File: src/sv/pid_throttle_controller_defines.svh
// ----------------------------------------------------------------------------
// pid_throttle_controller_defines
// assertion macros shared by the throttle controller rtl
// ----------------------------------------------------------------------------
`ifndef PID_THROTTLE_CONTROLLER_DEFINES_SVH
`define PID_THROTTLE_CONTROLLER_DEFINES_SVH

`ifndef NO_ASSERTIONS

// same-cycle implication
`define PTC_ASSERT_IMPLY(label, clk, rst, ante, cons) \
   label: assert property (@(posedge clk) disable iff (rst) (ante) |-> (cons)) \
      else $error("ptc assertion failed");

// next-cycle implication
`define PTC_ASSERT_NEXT(label, clk, rst, ante, cons) \
   label: assert property (@(posedge clk) disable iff (rst) (ante) |=> (cons)) \
      else $error("ptc assertion failed");

`else

`define PTC_ASSERT_IMPLY(label, clk, rst, ante, cons)
`define PTC_ASSERT_NEXT(label, clk, rst, ante, cons)

`endif

`endif

File: src/sv/ptc_pkg.sv
// ----------------------------------------------------------------------------
// ptc_pkg
// widths, register codes, reset values and shared types of the controller
// ----------------------------------------------------------------------------
package ptc_pkg;

   // field widths
   localparam int TGT_W      = 19;
   localparam int RPM_W      = 19;
   localparam int GAIN_W     = 24;
   localparam int TS_W       = 16;
   localparam int LIM_W      = 16;
   localparam int CMD_W      = 16;

   // datapath widths
   localparam int ERR_W      = 21;
   localparam int DIFF_W     = 22;
   localparam int INT_W      = 37;
   localparam int ACC_W      = 38;
   localparam int MA_W       = 25;
   localparam int MB_W       = 22;
   localparam int PROD_W     = MA_W + MB_W;
   localparam int SUM_W      = 63;

   // fixed point positions
   localparam int INT_FRAC   = 20;
   localparam int INT_SPLIT  = 18;
   localparam int GAIN_FRAC  = 16;
   localparam int OUT_SHIFT  = 21;
   localparam int SUM_ONE_BIT = 36;

   localparam logic [CMD_W-1:0] OUT_FULL = 16'd32768;

   // configuration port
   localparam int IDX_W      = 3;
   localparam int CSR_DATA_W = 24;

   localparam logic [IDX_W-1:0] REG_TARGET = 3'd0;
   localparam logic [IDX_W-1:0] REG_KP     = 3'd1;
   localparam logic [IDX_W-1:0] REG_KI     = 3'd2;
   localparam logic [IDX_W-1:0] REG_KD     = 3'd3;
   localparam logic [IDX_W-1:0] REG_TS     = 3'd4;
   localparam logic [IDX_W-1:0] REG_LIMIT  = 3'd5;

   // register reset values
   localparam logic [TGT_W-1:0]  RST_TARGET = 19'd0;
   localparam logic [GAIN_W-1:0] RST_KP     = 24'd131072;
   localparam logic [GAIN_W-1:0] RST_KI     = 24'd13107;
   localparam logic [GAIN_W-1:0] RST_KD     = 24'd196608;
   localparam logic [TS_W-1:0]   RST_TS     = 16'd1092;
   localparam logic [LIM_W-1:0]  RST_LIMIT  = 16'd500;

   // register file contents as seen by the datapath
   typedef struct packed {
      logic [TGT_W-1:0]  target;
      logic [GAIN_W-1:0] kp;
      logic [GAIN_W-1:0] ki;
      logic [GAIN_W-1:0] kd;
      logic [TS_W-1:0]   time_step;
      logic [LIM_W-1:0]  limit;
      logic              clear_integral;
   } cfg_type;

   // sequencer states
   typedef enum logic [7:0] {
      ST_IDLE      = 8'b0000_0001,
      ST_INT_MUL   = 8'b0000_0010,
      ST_INT_CLAMP = 8'b0000_0100,
      ST_P_ADD     = 8'b0000_1000,
      ST_D_ADD     = 8'b0001_0000,
      ST_IH_ADD    = 8'b0010_0000,
      ST_IL_ADD    = 8'b0100_0000,
      ST_OUT       = 8'b1000_0000
   } state_type;

endpackage

File: src/sv/ptc_channels.sv
// ----------------------------------------------------------------------------
// ptc_channels
// valid/ready channel interfaces for samples, commands and register writes
// ----------------------------------------------------------------------------

// speed sample channel
interface ptc_req_if import ptc_pkg::*; ();
   logic             valid;
   logic             ready;
   logic [RPM_W-1:0] measured_rpm;

   modport source (output valid, output measured_rpm, input ready);
   modport sink   (input valid, input measured_rpm, output ready);
endinterface

// throttle command channel
interface ptc_rsp_if import ptc_pkg::*; ();
   logic             valid;
   logic             ready;
   logic [CMD_W-1:0] throttle_cmd;

   modport source (output valid, output throttle_cmd, input ready);
   modport sink   (input valid, input throttle_cmd, output ready);
endinterface

// register write channel
interface ptc_csr_if import ptc_pkg::*; ();
   logic                  valid;
   logic                  ready;
   logic [IDX_W-1:0]      index;
   logic [CSR_DATA_W-1:0] data;

   modport source (output valid, output index, output data, input ready);
   modport sink   (input valid, input index, input data, output ready);
endinterface

File: src/sv/pid_throttle_controller.sv
// ----------------------------------------------------------------------------
// pid_throttle_controller
// pid speed governor turning speed samples into throttle commands
// ----------------------------------------------------------------------------
// req_chan carries one measured speed sample per item; rsp_chan returns one
// throttle command (q1.15, 0 to 32768) per sample. csr_chan writes the six
// registers by index: target, kp, ki, kd per step, time step, integral limit.
// Registers must be written only while no sample is in flight; the block
// does not enforce this. A sample passes through int_mul, int_clamp, p_add,
// d_add, ih_add, il_add and out before its command reaches rsp_chan: one
// multiplier is shared by the integral update and the four gain products,
// one product per cycle, each summed in the cycle after it is formed.
// req_chan.ready is high only while the sequencer is idle, so a sample waits
// for the last to leave. A zero target yields command 0 and no state changes.
// Reset restores the default gains, clears the integral and the previous
// error, and empties the output register. The command waits in the output
// register while rsp_chan is stalled; a new sample can still be accepted,
// and its command is held in the sequencer until the register is free.
// ----------------------------------------------------------------------------
`include "pid_throttle_controller_defines.svh"

module pid_throttle_controller import ptc_pkg::*; (
   input  logic       clock,
   input  logic       reset,
   ptc_req_if.sink    req_chan,
   ptc_rsp_if.source  rsp_chan,
   ptc_csr_if.sink    csr_chan
);

   cfg_type                  cfg;
   state_type                state_ff, state_in;
   logic signed [ERR_W-1:0]  err_ff, err_in;
   logic signed [ERR_W-1:0]  prev_ff, prev_in;
   logic signed [INT_W-1:0]  integ_ff, integ_in;
   logic                     first_ff, first_in;
   logic signed [SUM_W-1:0]  sum_ff, sum_in;
   logic                     rsp_valid_ff, rsp_valid_in;
   logic [CMD_W-1:0]         rsp_cmd_ff, rsp_cmd_in;
   logic signed [MA_W-1:0]   mul_a;
   logic signed [MB_W-1:0]   mul_b;
   logic signed [PROD_W-1:0] prod_ff;
   logic signed [SUM_W-1:0]  prod_ext;
   logic signed [SUM_W-1:0]  addend;
   logic signed [ACC_W-1:0]  acc;
   logic signed [ACC_W-1:0]  lim_s;
   logic signed [DIFF_W-1:0] diff;
   logic [CMD_W-1:0]         cmd_sat;
   logic                     accept;
   logic                     slot_free;

   ptc_csr u_csr (
      .clock    (clock),
      .reset    (reset),
      .csr_chan (csr_chan),
      .cfg      (cfg)
   );

   ptc_mul u_mul (
      .clock   (clock),
      .mul_a   (mul_a),
      .mul_b   (mul_b),
      .prod_ff (prod_ff)
   );

   // handshakes
   assign req_chan.ready     = (state_ff == ST_IDLE);
   assign accept             = req_chan.valid && req_chan.ready;
   assign slot_free          = !rsp_valid_ff || rsp_chan.ready;
   assign rsp_chan.valid     = rsp_valid_ff;
   assign rsp_chan.throttle_cmd = rsp_cmd_ff;

   // integral update with symmetric clamp
   assign lim_s = signed'({2'b00, cfg.limit, {INT_FRAC{1'b0}}});
   assign acc   = ACC_W'(integ_ff) + ACC_W'(prod_ff);
   assign diff  = DIFF_W'(err_ff) - DIFF_W'(prev_ff);

   // multiplier operand select
   always_comb begin
      mul_a = signed'({1'b0, cfg.kp});
      mul_b = MB_W'(err_ff);
      case (state_ff)
         ST_INT_MUL: begin
            mul_a = signed'({{(MA_W-TS_W){1'b0}}, cfg.time_step});
            mul_b = MB_W'(err_ff);
         end
         ST_INT_CLAMP: begin
            mul_a = signed'({1'b0, cfg.kp});
            mul_b = MB_W'(err_ff);
         end
         ST_P_ADD: begin
            mul_a = signed'({1'b0, cfg.kd});
            mul_b = MB_W'(diff);
         end
         ST_D_ADD: begin
            mul_a = signed'({1'b0, cfg.ki});
            mul_b = MB_W'(signed'(integ_ff[INT_W-1:INT_SPLIT]));
         end
         ST_IH_ADD: begin
            mul_a = signed'({1'b0, cfg.ki});
            mul_b = signed'({{(MB_W-INT_SPLIT){1'b0}}, integ_ff[INT_SPLIT-1:0]});
         end
         default: ;
      endcase
   end

   // alignment of each product in the sum
   assign prod_ext = SUM_W'(prod_ff);
   always_comb begin
      case (state_ff)
         ST_P_ADD:  addend = prod_ext <<< GAIN_FRAC;
         ST_D_ADD:  addend = prod_ext <<< GAIN_FRAC;
         ST_IH_ADD: addend = prod_ext <<< INT_SPLIT;
         ST_IL_ADD: addend = prod_ext;
         default:   addend = '0;
      endcase
   end

   // output saturation to [0, 1]
   always_comb begin
      if (sum_ff <= 0) begin
         cmd_sat = '0;
      end else if (sum_ff[SUM_W-2:SUM_ONE_BIT] != '0) begin
         cmd_sat = OUT_FULL;
      end else begin
         cmd_sat = {1'b0, sum_ff[OUT_SHIFT+CMD_W-2:OUT_SHIFT]};
      end
   end

   // sequencer and datapath next state
   always_comb begin
      state_in     = state_ff;
      err_in       = err_ff;
      prev_in      = prev_ff;
      integ_in     = integ_ff;
      first_in     = first_ff;
      sum_in       = sum_ff;
      rsp_valid_in = rsp_valid_ff && !rsp_chan.ready;
      rsp_cmd_in   = rsp_cmd_ff;
      case (state_ff)
         ST_IDLE: begin
            if (accept) begin
               if (cfg.target == '0) begin
                  sum_in   = '0;
                  state_in = ST_OUT;
               end else begin
                  err_in   = signed'({2'b00, cfg.target}) -
                             signed'({2'b00, req_chan.measured_rpm});
                  if (first_ff) begin
                     integ_in = '0;
                     first_in = 1'b0;
                  end
                  state_in = ST_INT_MUL;
               end
            end
         end
         ST_INT_MUL: begin
            state_in = ST_INT_CLAMP;
         end
         ST_INT_CLAMP: begin
            if (acc > lim_s) begin
               integ_in = INT_W'(lim_s);
            end else if (acc < -lim_s) begin
               integ_in = INT_W'(-lim_s);
            end else begin
               integ_in = INT_W'(acc);
            end
            sum_in   = '0;
            state_in = ST_P_ADD;
         end
         ST_P_ADD: begin
            sum_in   = sum_ff + addend;
            state_in = ST_D_ADD;
         end
         ST_D_ADD: begin
            sum_in   = sum_ff + addend;
            prev_in  = err_ff;
            state_in = ST_IH_ADD;
         end
         ST_IH_ADD: begin
            sum_in   = sum_ff + addend;
            state_in = ST_IL_ADD;
         end
         ST_IL_ADD: begin
            sum_in   = sum_ff + addend;
            state_in = ST_OUT;
         end
         ST_OUT: begin
            if (slot_free) begin
               rsp_valid_in = 1'b1;
               rsp_cmd_in   = cmd_sat;
               state_in     = ST_IDLE;
            end
         end
         default: begin
            state_in = ST_IDLE;
         end
      endcase
      // a target write clears the integral
      if (cfg.clear_integral) begin
         integ_in = '0;
      end
   end

   // control registers
   always_ff @(posedge clock) begin
      if (reset) begin
         state_ff     <= ST_IDLE;
         prev_ff      <= '0;
         integ_ff     <= '0;
         first_ff     <= 1'b1;
         rsp_valid_ff <= 1'b0;
      end else begin
         state_ff     <= state_in;
         prev_ff      <= prev_in;
         integ_ff     <= integ_in;
         first_ff     <= first_in;
         rsp_valid_ff <= rsp_valid_in;
      end
   end

   // payload registers
   always_ff @(posedge clock) begin
      err_ff     <= err_in;
      sum_ff     <= sum_in;
      rsp_cmd_ff <= rsp_cmd_in;
   end

   // integral stays inside the limit right after the clamp
   `PTC_ASSERT_IMPLY(a_integ_in_limit, clock, reset, state_ff == ST_P_ADD, (integ_ff <= lim_s) && (integ_ff >= -lim_s))
   // a held command never exceeds full throttle
   `PTC_ASSERT_IMPLY(a_cmd_range, clock, reset, rsp_valid_ff, rsp_cmd_ff <= OUT_FULL)
   // a controlled sample starts the integral multiply
   `PTC_ASSERT_NEXT(a_start_seq, clock, reset, accept && (cfg.target != '0), state_ff == ST_INT_MUL)
   // previous error follows the current error once per sample
   `PTC_ASSERT_NEXT(a_prev_update, clock, reset, state_ff == ST_D_ADD, prev_ff == $past(err_ff))

endmodule

File: src/sv/ptc_csr.sv
// ----------------------------------------------------------------------------
// ptc_csr
// configuration registers; a target write also flags an integral clear
// ----------------------------------------------------------------------------
module ptc_csr import ptc_pkg::*; (
   input  logic      clock,
   input  logic      reset,
   ptc_csr_if.sink   csr_chan,
   output cfg_type   cfg
);

   logic [TGT_W-1:0]  target_ff;
   logic [GAIN_W-1:0] kp_ff;
   logic [GAIN_W-1:0] ki_ff;
   logic [GAIN_W-1:0] kd_ff;
   logic [TS_W-1:0]   ts_ff;
   logic [LIM_W-1:0]  limit_ff;
   logic              wr;

   // writes are always taken
   assign csr_chan.ready = 1'b1;
   assign wr = csr_chan.valid;

   // register writes, unknown indexes ignored
   always_ff @(posedge clock) begin
      if (reset) begin
         target_ff <= RST_TARGET;
         kp_ff     <= RST_KP;
         ki_ff     <= RST_KI;
         kd_ff     <= RST_KD;
         ts_ff     <= RST_TS;
         limit_ff  <= RST_LIMIT;
      end else if (wr) begin
         case (csr_chan.index)
            REG_TARGET: target_ff <= csr_chan.data[TGT_W-1:0];
            REG_KP:     kp_ff     <= csr_chan.data[GAIN_W-1:0];
            REG_KI:     ki_ff     <= csr_chan.data[GAIN_W-1:0];
            REG_KD:     kd_ff     <= csr_chan.data[GAIN_W-1:0];
            REG_TS:     ts_ff     <= csr_chan.data[TS_W-1:0];
            REG_LIMIT:  limit_ff  <= csr_chan.data[LIM_W-1:0];
            default: ;
         endcase
      end
   end

   // register view for the datapath
   always_comb begin
      cfg.target         = target_ff;
      cfg.kp             = kp_ff;
      cfg.ki             = ki_ff;
      cfg.kd             = kd_ff;
      cfg.time_step      = ts_ff;
      cfg.limit          = limit_ff;
      cfg.clear_integral = wr && (csr_chan.index == REG_TARGET);
   end

endmodule

File: src/sv/ptc_mul.sv
// ----------------------------------------------------------------------------
// ptc_mul
// shared signed multiplier with a registered product
// ----------------------------------------------------------------------------
module ptc_mul import ptc_pkg::*; (
   input  logic                     clock,
   input  logic signed [MA_W-1:0]   mul_a,
   input  logic signed [MB_W-1:0]   mul_b,
   output logic signed [PROD_W-1:0] prod_ff
);

   logic signed [PROD_W-1:0] prod_in;

   // full precision product
   assign prod_in = PROD_W'(mul_a) * PROD_W'(mul_b);

   always_ff @(posedge clock) begin
      prod_ff <= prod_in;
   end

endmodule

File: src/flat_wrapper.sv
// flat-port wrapper written by rule: the top's interface ports become plain ports
module pid_throttle_controller_flat import ptc_pkg::*;
  (clock, reset, req_chan_valid, req_chan_measured_rpm, req_chan_ready, rsp_chan_valid, rsp_chan_throttle_cmd, rsp_chan_ready, csr_chan_valid, csr_chan_index, csr_chan_data, csr_chan_ready);
  ptc_req_if req_chan_i ();
  ptc_rsp_if rsp_chan_i ();
  ptc_csr_if csr_chan_i ();
  input  logic clock;
  input  logic reset;
  input wire logic [$bits(req_chan_i.valid)-1:0] req_chan_valid;
  input wire logic [$bits(req_chan_i.measured_rpm)-1:0] req_chan_measured_rpm;
  output wire logic [$bits(req_chan_i.ready)-1:0] req_chan_ready;
  output wire logic [$bits(rsp_chan_i.valid)-1:0] rsp_chan_valid;
  output wire logic [$bits(rsp_chan_i.throttle_cmd)-1:0] rsp_chan_throttle_cmd;
  input wire logic [$bits(rsp_chan_i.ready)-1:0] rsp_chan_ready;
  input wire logic [$bits(csr_chan_i.valid)-1:0] csr_chan_valid;
  input wire logic [$bits(csr_chan_i.index)-1:0] csr_chan_index;
  input wire logic [$bits(csr_chan_i.data)-1:0] csr_chan_data;
  output wire logic [$bits(csr_chan_i.ready)-1:0] csr_chan_ready;
  assign req_chan_i.valid = req_chan_valid;
  assign req_chan_i.measured_rpm = req_chan_measured_rpm;
  assign req_chan_ready = req_chan_i.ready;
  assign rsp_chan_valid = rsp_chan_i.valid;
  assign rsp_chan_throttle_cmd = rsp_chan_i.throttle_cmd;
  assign rsp_chan_i.ready = rsp_chan_ready;
  assign csr_chan_i.valid = csr_chan_valid;
  assign csr_chan_i.index = csr_chan_index;
  assign csr_chan_i.data = csr_chan_data;
  assign csr_chan_ready = csr_chan_i.ready;
  pid_throttle_controller u_core (.clock(clock), .reset(reset), .req_chan(req_chan_i), .rsp_chan(rsp_chan_i), .csr_chan(csr_chan_i));
endmodule
File: config.mk
export PLATFORM = sky130hd
export DESIGN_NAME = pid_throttle_controller_flat
export DESIGN_NICKNAME = d
export VERILOG_FILES = /design/src/sv/ptc_pkg.sv /design/src/sv/ptc_channels.sv /design/src/sv/pid_throttle_controller.sv /design/src/sv/ptc_csr.sv /design/src/sv/ptc_mul.sv /design/src/flat_wrapper.sv
export VERILOG_INCLUDE_DIRS = /design/src /design/src/sv
export SDC_FILE = /design/constraint.sdc
export NUM_CORES = 2
export LEC_CHECK = 0
export CORE_UTILIZATION = 52
export DETAILED_ROUTE_END_ITERATION = 6
export DONT_BUFFER_PORTS = 1
export PLACE_DENSITY = 0.78
export RECOVER_POWER = 50
export SLEW_MARGIN = 20
export SYNTH_ARGS = -nofsm -noshare
export SYNTH_HDL_FRONTEND = slang
export SYNTH_SLANG_ARGS = --single-unit
File: constraint.sdc
create_clock -name clock -period 12.6 [get_ports clock]
set_clock_uncertainty 0.15 [all_clocks]
set_input_delay 3.15 -clock clock [delete_from_list [all_inputs] [get_ports clock]]
set_output_delay 3.15 -clock clock [all_outputs]
set_load 0.02 [all_outputs]
-- Word-level counts from Yosys, hierarchy flattened
Index checks and enable logic that the tools add are counted.
- bits in registers: 336
- input port bits: 51
- output and inout port bits: 19
- logic and storage cells: 90
- add/sub/neg operators: 5
- $mul: 1
- magnitude comparators: 3
- equal/unequal tests: 18
- multiplexer cells: 19
- bitwise logic cells: 1
- reductions and logical operators: 27
- operators by type and width (cell ; number):
    63-bit case mux with 3 select lines ; 2
    37-bit 2-to-1 mux ; 5
    63-bit 2-to-1 mux ; 2
    37-bit case mux with 2 select lines ; 1
    24-bit case mux with 3 select lines ; 1
    22-bit case mux with 3 select lines ; 1
    8-bit case mux with 8 select lines ; 1
    63-bit adder ; 1
    63-bit by 1-bit <= comparator with 1-bit output, second input constant ; 1
    25-bit by 22-bit multiplier with 47-bit output ; 1
    37-bit by 38-bit adder with 38-bit output ; 1
    38-bit by 37-bit > comparator with 1-bit output ; 1
    38-bit < comparator ; 1
    36-bit negator with 38-bit output ; 1
    26-bit nonzero test ; 1
    8-bit 2-to-1 mux ; 3
    20-bit by 20-bit subtractor with 21-bit output ; 1
    19-bit by 19-bit subtractor with 20-bit output ; 1
    19-bit logical NOT ; 1
    16-bit 2-to-1 mux ; 1
    2-bit AND reduction ; 8
    8-bit by 1-bit == test with 1-bit output, second input constant ; 1
    8-bit by 2-bit == test with 1-bit output, second input constant ; 1
    8-bit by 3-bit == test with 1-bit output, second input constant ; 1
    other kinds (22) ; 35

-- Depth between registers and ports, before layout
- depth in word-level cells: 5
- depth in mapped cells: 42
- depth with buffers taken out: 41

-- By module
Synthesis repeated with hierarchy kept, for this count alone.
- cell total of the unflattened synthesis: 4705
- area total of the unflattened synthesis: 42127.9 sq um
- by module, submodules not included (module ; instances ; cells each ; area an instance (sq um) ; seq. area each (sq um)):
    ptc_mul ; 1 ; 2276 ; 21023.9 ; 940.9
    pid_throttle_controller ; 1 ; 1977 ; 16205.5 ; 4314.1
    ptc_csr ; 1 ; 452 ; 4898.4 ; 2462.4

-- Worst setup path after synthesis
OpenSTA, ideal clock, no wires.
- path type: flip-flop to flip-flop
- start point: register u_core.err_ff[0]
- end point: register u_core.u_mul.prod_ff[44]
- library setup time: 72 ps
- arrival time: 9165 ps
- data required time: 12378 ps
- slack: 3213 ps
- stages on the path, launching flop included: 40
- buffers on the path: 1
- clock period less this slack: 9387 ps
- cell sequence: edfxtp_1 -> inv_1 -> ha_1 -> inv_1 -> fa_1 -> a21o_1 -> a211oi_1 -> nor2_1 -> or4b_1 -> nand3_1 -> o211ai_1 -> and3_1 -> o21a_1 -> nor2_1 -> xnor2_1 -> a221o_1 -> clkbuf_1 -> nand2_1 -> [4 not listed] -> fa_1 -> fa_1 -> fa_1 -> inv_1 -> fa_1 -> inv_1 -> ha_1 -> o21a_1 -> o21a_1 -> o21ai_0 -> nand2b_1 -> and3_1 -> a221oi_1 -> a21oi_1 -> nor2_1 -> o21ai_0 -> a311oi_1 -> xnor2_1
- longest elaborated chain between the ends: 3
- RTL lines (element ; line ; source):
    from (decl) ; pid_throttle_controller.sv:32 ; logic signed [ERR_W-1:0] err_ff, err_in;
    from (signal assigned) ; pid_throttle_controller.sv:223 ; err_ff <= err_in;
    20-bit by 20-bit subtractor with 21-bit output ; pid_throttle_controller.sv:75 ; assign diff = DIFF_W'(err_ff) - DIFF_W'(prev_ff);
    22-bit case mux with 3 select lines * ; pid_throttle_controller.sv:81 ; case (state_ff)
    25-bit by 22-bit multiplier with 47-bit output * ; ptc_mul.sv:15 ; assign prod_in = PROD_W'(mul_a) * PROD_W'(mul_b);
    named net u_core.u_mul.prod_in[44] ; ptc_mul.sv:12 ; logic signed [PROD_W-1:0] prod_in;
    to (signal assigned) ; ptc_mul.sv:18 ; prod_ff <= prod_in;
    to (decl) ; ptc_mul.sv:9 ; output logic signed [PROD_W-1:0] prod_ff
Mark *: on every way through the listed nets, which the timed path passes. The rest lies on a longest branch.
A chain may end at the register's enable or synchronous reset.

-- Worst setup path in the final report
- start point: register u_core.err_ff[1]
- end point: register u_core.u_mul.prod_ff[43]
Same word-level chain as after synthesis.

==> impl_metrics.sql <==
INSERT INTO impl_metrics (metric_group, metric, value, unit) VALUES
('yosys', 'synthDominantAreaCellType', 'sky130_fd_sc_hd__fa_1', ''),
('clock_tree', 'cts_tree', 'yes', ''),
('floorplan', 'start_util', '53.0', '%'),
('timing', 'final.min_clock_period', '10570', 'ps'),
('final_layout', 'finalCoreUtilization', '56.1', '%'),
('power', 'cellLeakagePower', '18.9', 'nW'),
('critical_path', 'maximum_cell_stage_delay_along_the_critical_path', '860', 'ps'),
('clock_tree', 'post-cts-setup-buffers', '0', ''),
('yosys', 'synth.top_cell.area_share', '23.2', '%'),
('hold_path', 'hp-class', 'register to register', ''),
('final_layout', 'final_area', '0.0404', 'sq mm'),
('clock_tree', 'hold_buffers', '0', ''),
('timing', 'final_worst_hold_slack', '298', 'ps'),
('place', 'dpl-instance-area', '0.0391', 'sq mm'),
('timing', 'layout_worst_path_cycle_share', '83.9', '%'),
('final_layout', 'area.growth.synth_to_final', '5.94', '%'),
('timing', 'rsz0062_at_grt', 'no', ''),
('critical_path', 'category_of_the_worst_setup_path_capture_point', 'register', ''),
('yosys', 'yosysUniqueCellTypes', '92', ''),
('final_layout', 'nets', '5261', ''),
('yosys', 'synth_cells', '4514', ''),
('drt', 'detail-route-antenna-nets', '0', ''),
('timing', 'relSlewSlack', '-129', '%'),
('timing', 'setup_viol_count_final', '0', ''),
('global_routing', 'grt_pass1_vias', '32100', ''),
('critical_path', 'worst_path_max_delay_cell', 'sky130_fd_sc_hd__nor2_1', ''),
('power', 'power_density', '126', 'mW/mm^2'),
('floorplan', 'die_height', '273', 'microns'),
('yosys', 'dominant_cells_by_area_after_synthesis', 'sky130_fd_sc_hd__fa_1, sky130_fd_sc_hd__dfxtp_1, sky130_fd_sc_hd__ha_1', ''),
('clock_tree', 'clk_latency', '620', 'ps'),
('drt', 'drt_pass1_iterations', '7', ''),
('global_routing', 'grt_pass1_wl', '179000', 'microns'),
('global_routing', 'grt_usage', '30.8', '%'),
('floorplan', 'core_area', '0.0720', 'sq mm'),
('floorplan', 'pin_count', '70', ''),
('clock_tree', 'max-clock-path-buffers', '3', ''),
('timing', 'final_max_slew_viol_count', '270', ''),
('floorplan', 'die-width', '273', 'microns'),
('timing', 'fmax', '94.6', 'MHz'),
('timing', 'finalHoldViolations', '0', ''),
('timing', 'fin_setup_tns', '0', 'ps'),
('run_status', 'run_status', 'complete, but fails checks', ''),
('critical_path', 'crit_path_start_kind', 'register', ''),
('critical_path', 'critical_path_required', '12880', 'ps'),
('yosys', 'synth.cell_area', '0.0381', 'sq mm'),
('floorplan', 'fp.dieArea', '0.0744', 'sq mm'),
('yosys', 'synth_fp_nets', '5369', ''),
('yosys', 'synth_seq_cells', '336', ''),
('drt', 'avgRoutedWirePerCell', '21.1', 'microns'),
('critical_path', 'dominant_cell_type_by_count_on_the_critical_path', 'sky130_fd_sc_hd__fa_1', ''),
('yosys', 'synth.avg_cell_area', '8.45', 'sq um'),
('drt', 'post_drt_via_cell_ratio', '6.04', ''),
('final_layout', 'layout-drive-gt1-share', '4.06', '%'),
('drt', 'drt-total-wl', '114000', 'microns'),
('clock_tree', 'htreeDepth', '2', ''),
('global_routing', 'grt_start_max_net_pins', '132', ''),
('place', 'routabilityCongestion', '0.951', ''),
('critical_path', 'timing.critical_path.fanout_max', '12', ''),
('clock_tree', 'clock_sink_count', '336', ''),
('power', 'vdd_drop_max', '116', 'uV'),
('drt', 'route.detailed.drc', '11', ''),
('yosys', 'async_flop_share', '0', '%'),
('critical_path', 'critical_path_arrival', '10850', 'ps'),
('yosys', 'synth_edf_count', '99', ''),
('floorplan', 'row_count', '98', ''),
('clock_tree', 'cts.repair.resized', '0', ''),
('drt', 'dr.first_iter.drc_count', '3358', ''),
('job', 'cap_viol_max_count', '7', ''),
('drt', 'via_count', '32500', ''),
('yosys', 'total_of_warnings_raised_by_yosys', '0', ''),
('place', 'portBuffers', '0', ''),
('place', 'post-dp-hpwl', '87300', 'microns'),
('global_routing', 'grt_antenna_before_repair', '2', ''),
('yosys', 'dominantRegCellSynth', 'sky130_fd_sc_hd__dfxtp_1', ''),
('clock_tree', 'clockRootBuffer', 'sky130_fd_sc_hd__clkbuf_16', ''),
('final_layout', 'antenna_cells_inserted', '0', ''),
('critical_path', 'setup.worst_path.class', 'register to register', ''),
('yosys', 'synth-seq-area-share', '20.2', '%'),
('global_routing', 'global_route.overflow_total', '0', ''),
('clock_tree', 'cts.reportedPaths.clkPinSlew', '60', 'ps'),
('run_status', 'failed_checks', 'design-rule violations, max-capacitance violations, max-slew violations', ''),
('clock_tree', 'numCtsBuffers', '39', ''),
('timing', 'worstMarginPinSlew', '3430', 'ps');
flip-flops by register name, indices dropped and copies added (netlist names), 20 cells and up:
name / count
u_core.err_ff: 20
u_core.integ_ff: 37
u_core.prev_ff: 20
u_core.sum_ff: 63
u_core.u_csr.kd_ff: 24
u_core.u_csr.ki_ff: 24
u_core.u_csr.kp_ff: 24
u_core.u_mul.prod_ff: 47
final timing paths:
kind                                           start  slack (ps)  depth (start not counted)                                  to
setup reg to reg          u_core.err_ff[1]$_DFFE_PP_        2030                         35    u_core.u_mul.prod_ff[43]$_DFF_P_
hold / removal    u_core.u_csr.ki_ff[6]$_SDFFE_PP0P_         300                          2  u_core.u_csr.ki_ff[6]$_SDFFE_PP0P_
setup / recovery          u_core.err_ff[1]$_DFFE_PP_        2030                         35    u_core.u_mul.prod_ff[43]$_DFF_P_
hold reg to reg   u_core.u_csr.ki_ff[6]$_SDFFE_PP0P_         300                          2  u_core.u_csr.ki_ff[6]$_SDFFE_PP0P_
synth_stat cells (6+ instances only):
master / n
sky130_fd_sc_hd__o21ai_1: 16
sky130_fd_sc_hd__a211oi_1: 34
sky130_fd_sc_hd__fa_1: 442
sky130_fd_sc_hd__a22oi_1: 17
sky130_fd_sc_hd__o31ai_1: 13
sky130_fd_sc_hd__a21boi_0: 7
sky130_fd_sc_hd__nand3_1: 62
sky130_fd_sc_hd__nand4_1: 26
sky130_fd_sc_hd__buf_1: 8
sky130_fd_sc_hd__o21a_1: 30
sky130_fd_sc_hd__nor2_1: 318
sky130_fd_sc_hd__nand2_1: 815
sky130_fd_sc_hd__a31oi_1: 21
sky130_fd_sc_hd__inv_1: 588
sky130_fd_sc_hd__and2_1: 74
sky130_fd_sc_hd__xor2_1: 63
sky130_fd_sc_hd__nand2b_1: 31
sky130_fd_sc_hd__a22o_1: 20
sky130_fd_sc_hd__a32o_1: 9
sky130_fd_sc_hd__clkbuf_1: 188
sky130_fd_sc_hd__or2_2: 15
sky130_fd_sc_hd__a221oi_1: 15
sky130_fd_sc_hd__or3_1: 12
sky130_fd_sc_hd__nand3b_1: 6
sky130_fd_sc_hd__nor3_1: 65
sky130_fd_sc_hd__edfxtp_1: 99
sky130_fd_sc_hd__a21oi_1: 294
sky130_fd_sc_hd__o211ai_1: 24
sky130_fd_sc_hd__a222oi_1: 36
sky130_fd_sc_hd__and3_1: 29
sky130_fd_sc_hd__a21o_1: 92
sky130_fd_sc_hd__o21bai_1: 21
sky130_fd_sc_hd__nor4_1: 23
sky130_fd_sc_hd__nor2b_1: 27
sky130_fd_sc_hd__ha_1: 362
sky130_fd_sc_hd__dfxtp_1: 237
sky130_fd_sc_hd__xnor2_1: 106
sky130_fd_sc_hd__nor3b_1: 9
sky130_fd_sc_hd__o21ai_0: 132
sky130_fd_sc_hd__o2111ai_1: 6
sky130_fd_sc_hd__a221o_1: 29
per-layer routing:
layer	vias to the layer above	routed length [microns]	GRT usage (%)
met5	-	36	0
met4	4	6430	15.3
met3	338	12600	7.26
met2	1666	49100	47.0
met1	15700	45300	40.9
li1	14800	-	-
cell families (layout without fill, tap and decap cells):
logic type / Yosys count / count (layout) / synth area share, %
compound gates: 879 / 879 / 15.4
xor+xnor: 169 / 169 / 3.88
fa+ha+maj: 804 / 804 / 35.1
buf+inv: 792 / 713 / 7.87
flops: 336 / 336 / 20.2
mux: 3 / 3 / 0.0952
other cells: 1 / 1 / 0.00984
simple gates: 1530 / 1530 / 17.4
area by class of cell:
class | count | area [sq um]
tap | 950 | 1190
timing repair buffer | 54 | 394
inverter | 589 | 2210
fill | 6399 | 31600
clock inverter | 20 | 253
multi-input combinational | 3386 | 27500
sequential | 336 | 7720
clock buffer | 50 | 1110
power by group:
group	total, mW	leakage (nW)	switching (mW)	internal (mW)
clock	1.20	0.664	0.504	0.695
combinational	2.39	15.4	1.46	0.937
sequential	1.49	2.85	0.240	1.25
total	5.08	18.9	2.20	2.88
metrics by stage:
stage               setup WS (ps)  instances  total power, mW
CTS                          2160       5385             5.03
detailed placement           2260       5315             3.82
floorplan                    3210       4514             3.10
global placement             2390       5315             3.76
global route                 1390       5385             5.40
finish                       2030       5385             5.08
critical path: cells and delay by family (launching register included):
family / cells / cell delay (ps)
xor+xnor: 2 / 310
simple gates: 5 / 1430
flops: 1 / 450
fa+ha+maj: 9 / 4200
compound gates: 16 / 3680
buf+inv: 3 / 170
cell usage in the layout, fill, tap and decap left out, types with 21 or more instances in the layout:
cell type / synthesis / routed
sky130_fd_sc_hd__nand3_1: 62 / 62
sky130_fd_sc_hd__nor2b_1: 27 / 27
sky130_fd_sc_hd__nand2_1: 815 / 815
sky130_fd_sc_hd__nor3_1: 65 / 64
sky130_fd_sc_hd__o21ai_0: 132 / 132
sky130_fd_sc_hd__nor2_1: 318 / 313
sky130_fd_sc_hd__o21a_1: 30 / 30
sky130_fd_sc_hd__ha_1: 362 / 362
sky130_fd_sc_hd__clkbuf_16: 0 / 41
sky130_fd_sc_hd__dfxtp_1: 237 / 237
sky130_fd_sc_hd__a21o_1: 92 / 92
sky130_fd_sc_hd__a21oi_1: 294 / 287
sky130_fd_sc_hd__a211oi_1: 34 / 34
sky130_fd_sc_hd__nand2b_1: 31 / 31
sky130_fd_sc_hd__xor2_1: 63 / 63
sky130_fd_sc_hd__xnor2_1: 106 / 106
sky130_fd_sc_hd__nand4_1: 26 / 26
sky130_fd_sc_hd__o21bai_1: 21 / 21
sky130_fd_sc_hd__fa_1: 442 / 442
sky130_fd_sc_hd__nor4_1: 23 / 23
sky130_fd_sc_hd__buf_4: 3 / 51
sky130_fd_sc_hd__and3_1: 29 / 28
sky130_fd_sc_hd__a221o_1: 29 / 29
sky130_fd_sc_hd__edfxtp_1: 99 / 99
sky130_fd_sc_hd__and2_1: 74 / 57
sky130_fd_sc_hd__o211ai_1: 24 / 24
sky130_fd_sc_hd__inv_1: 588 / 588
sky130_fd_sc_hd__a222oi_1: 36 / 36
Power figures use the tool's default switching activity.
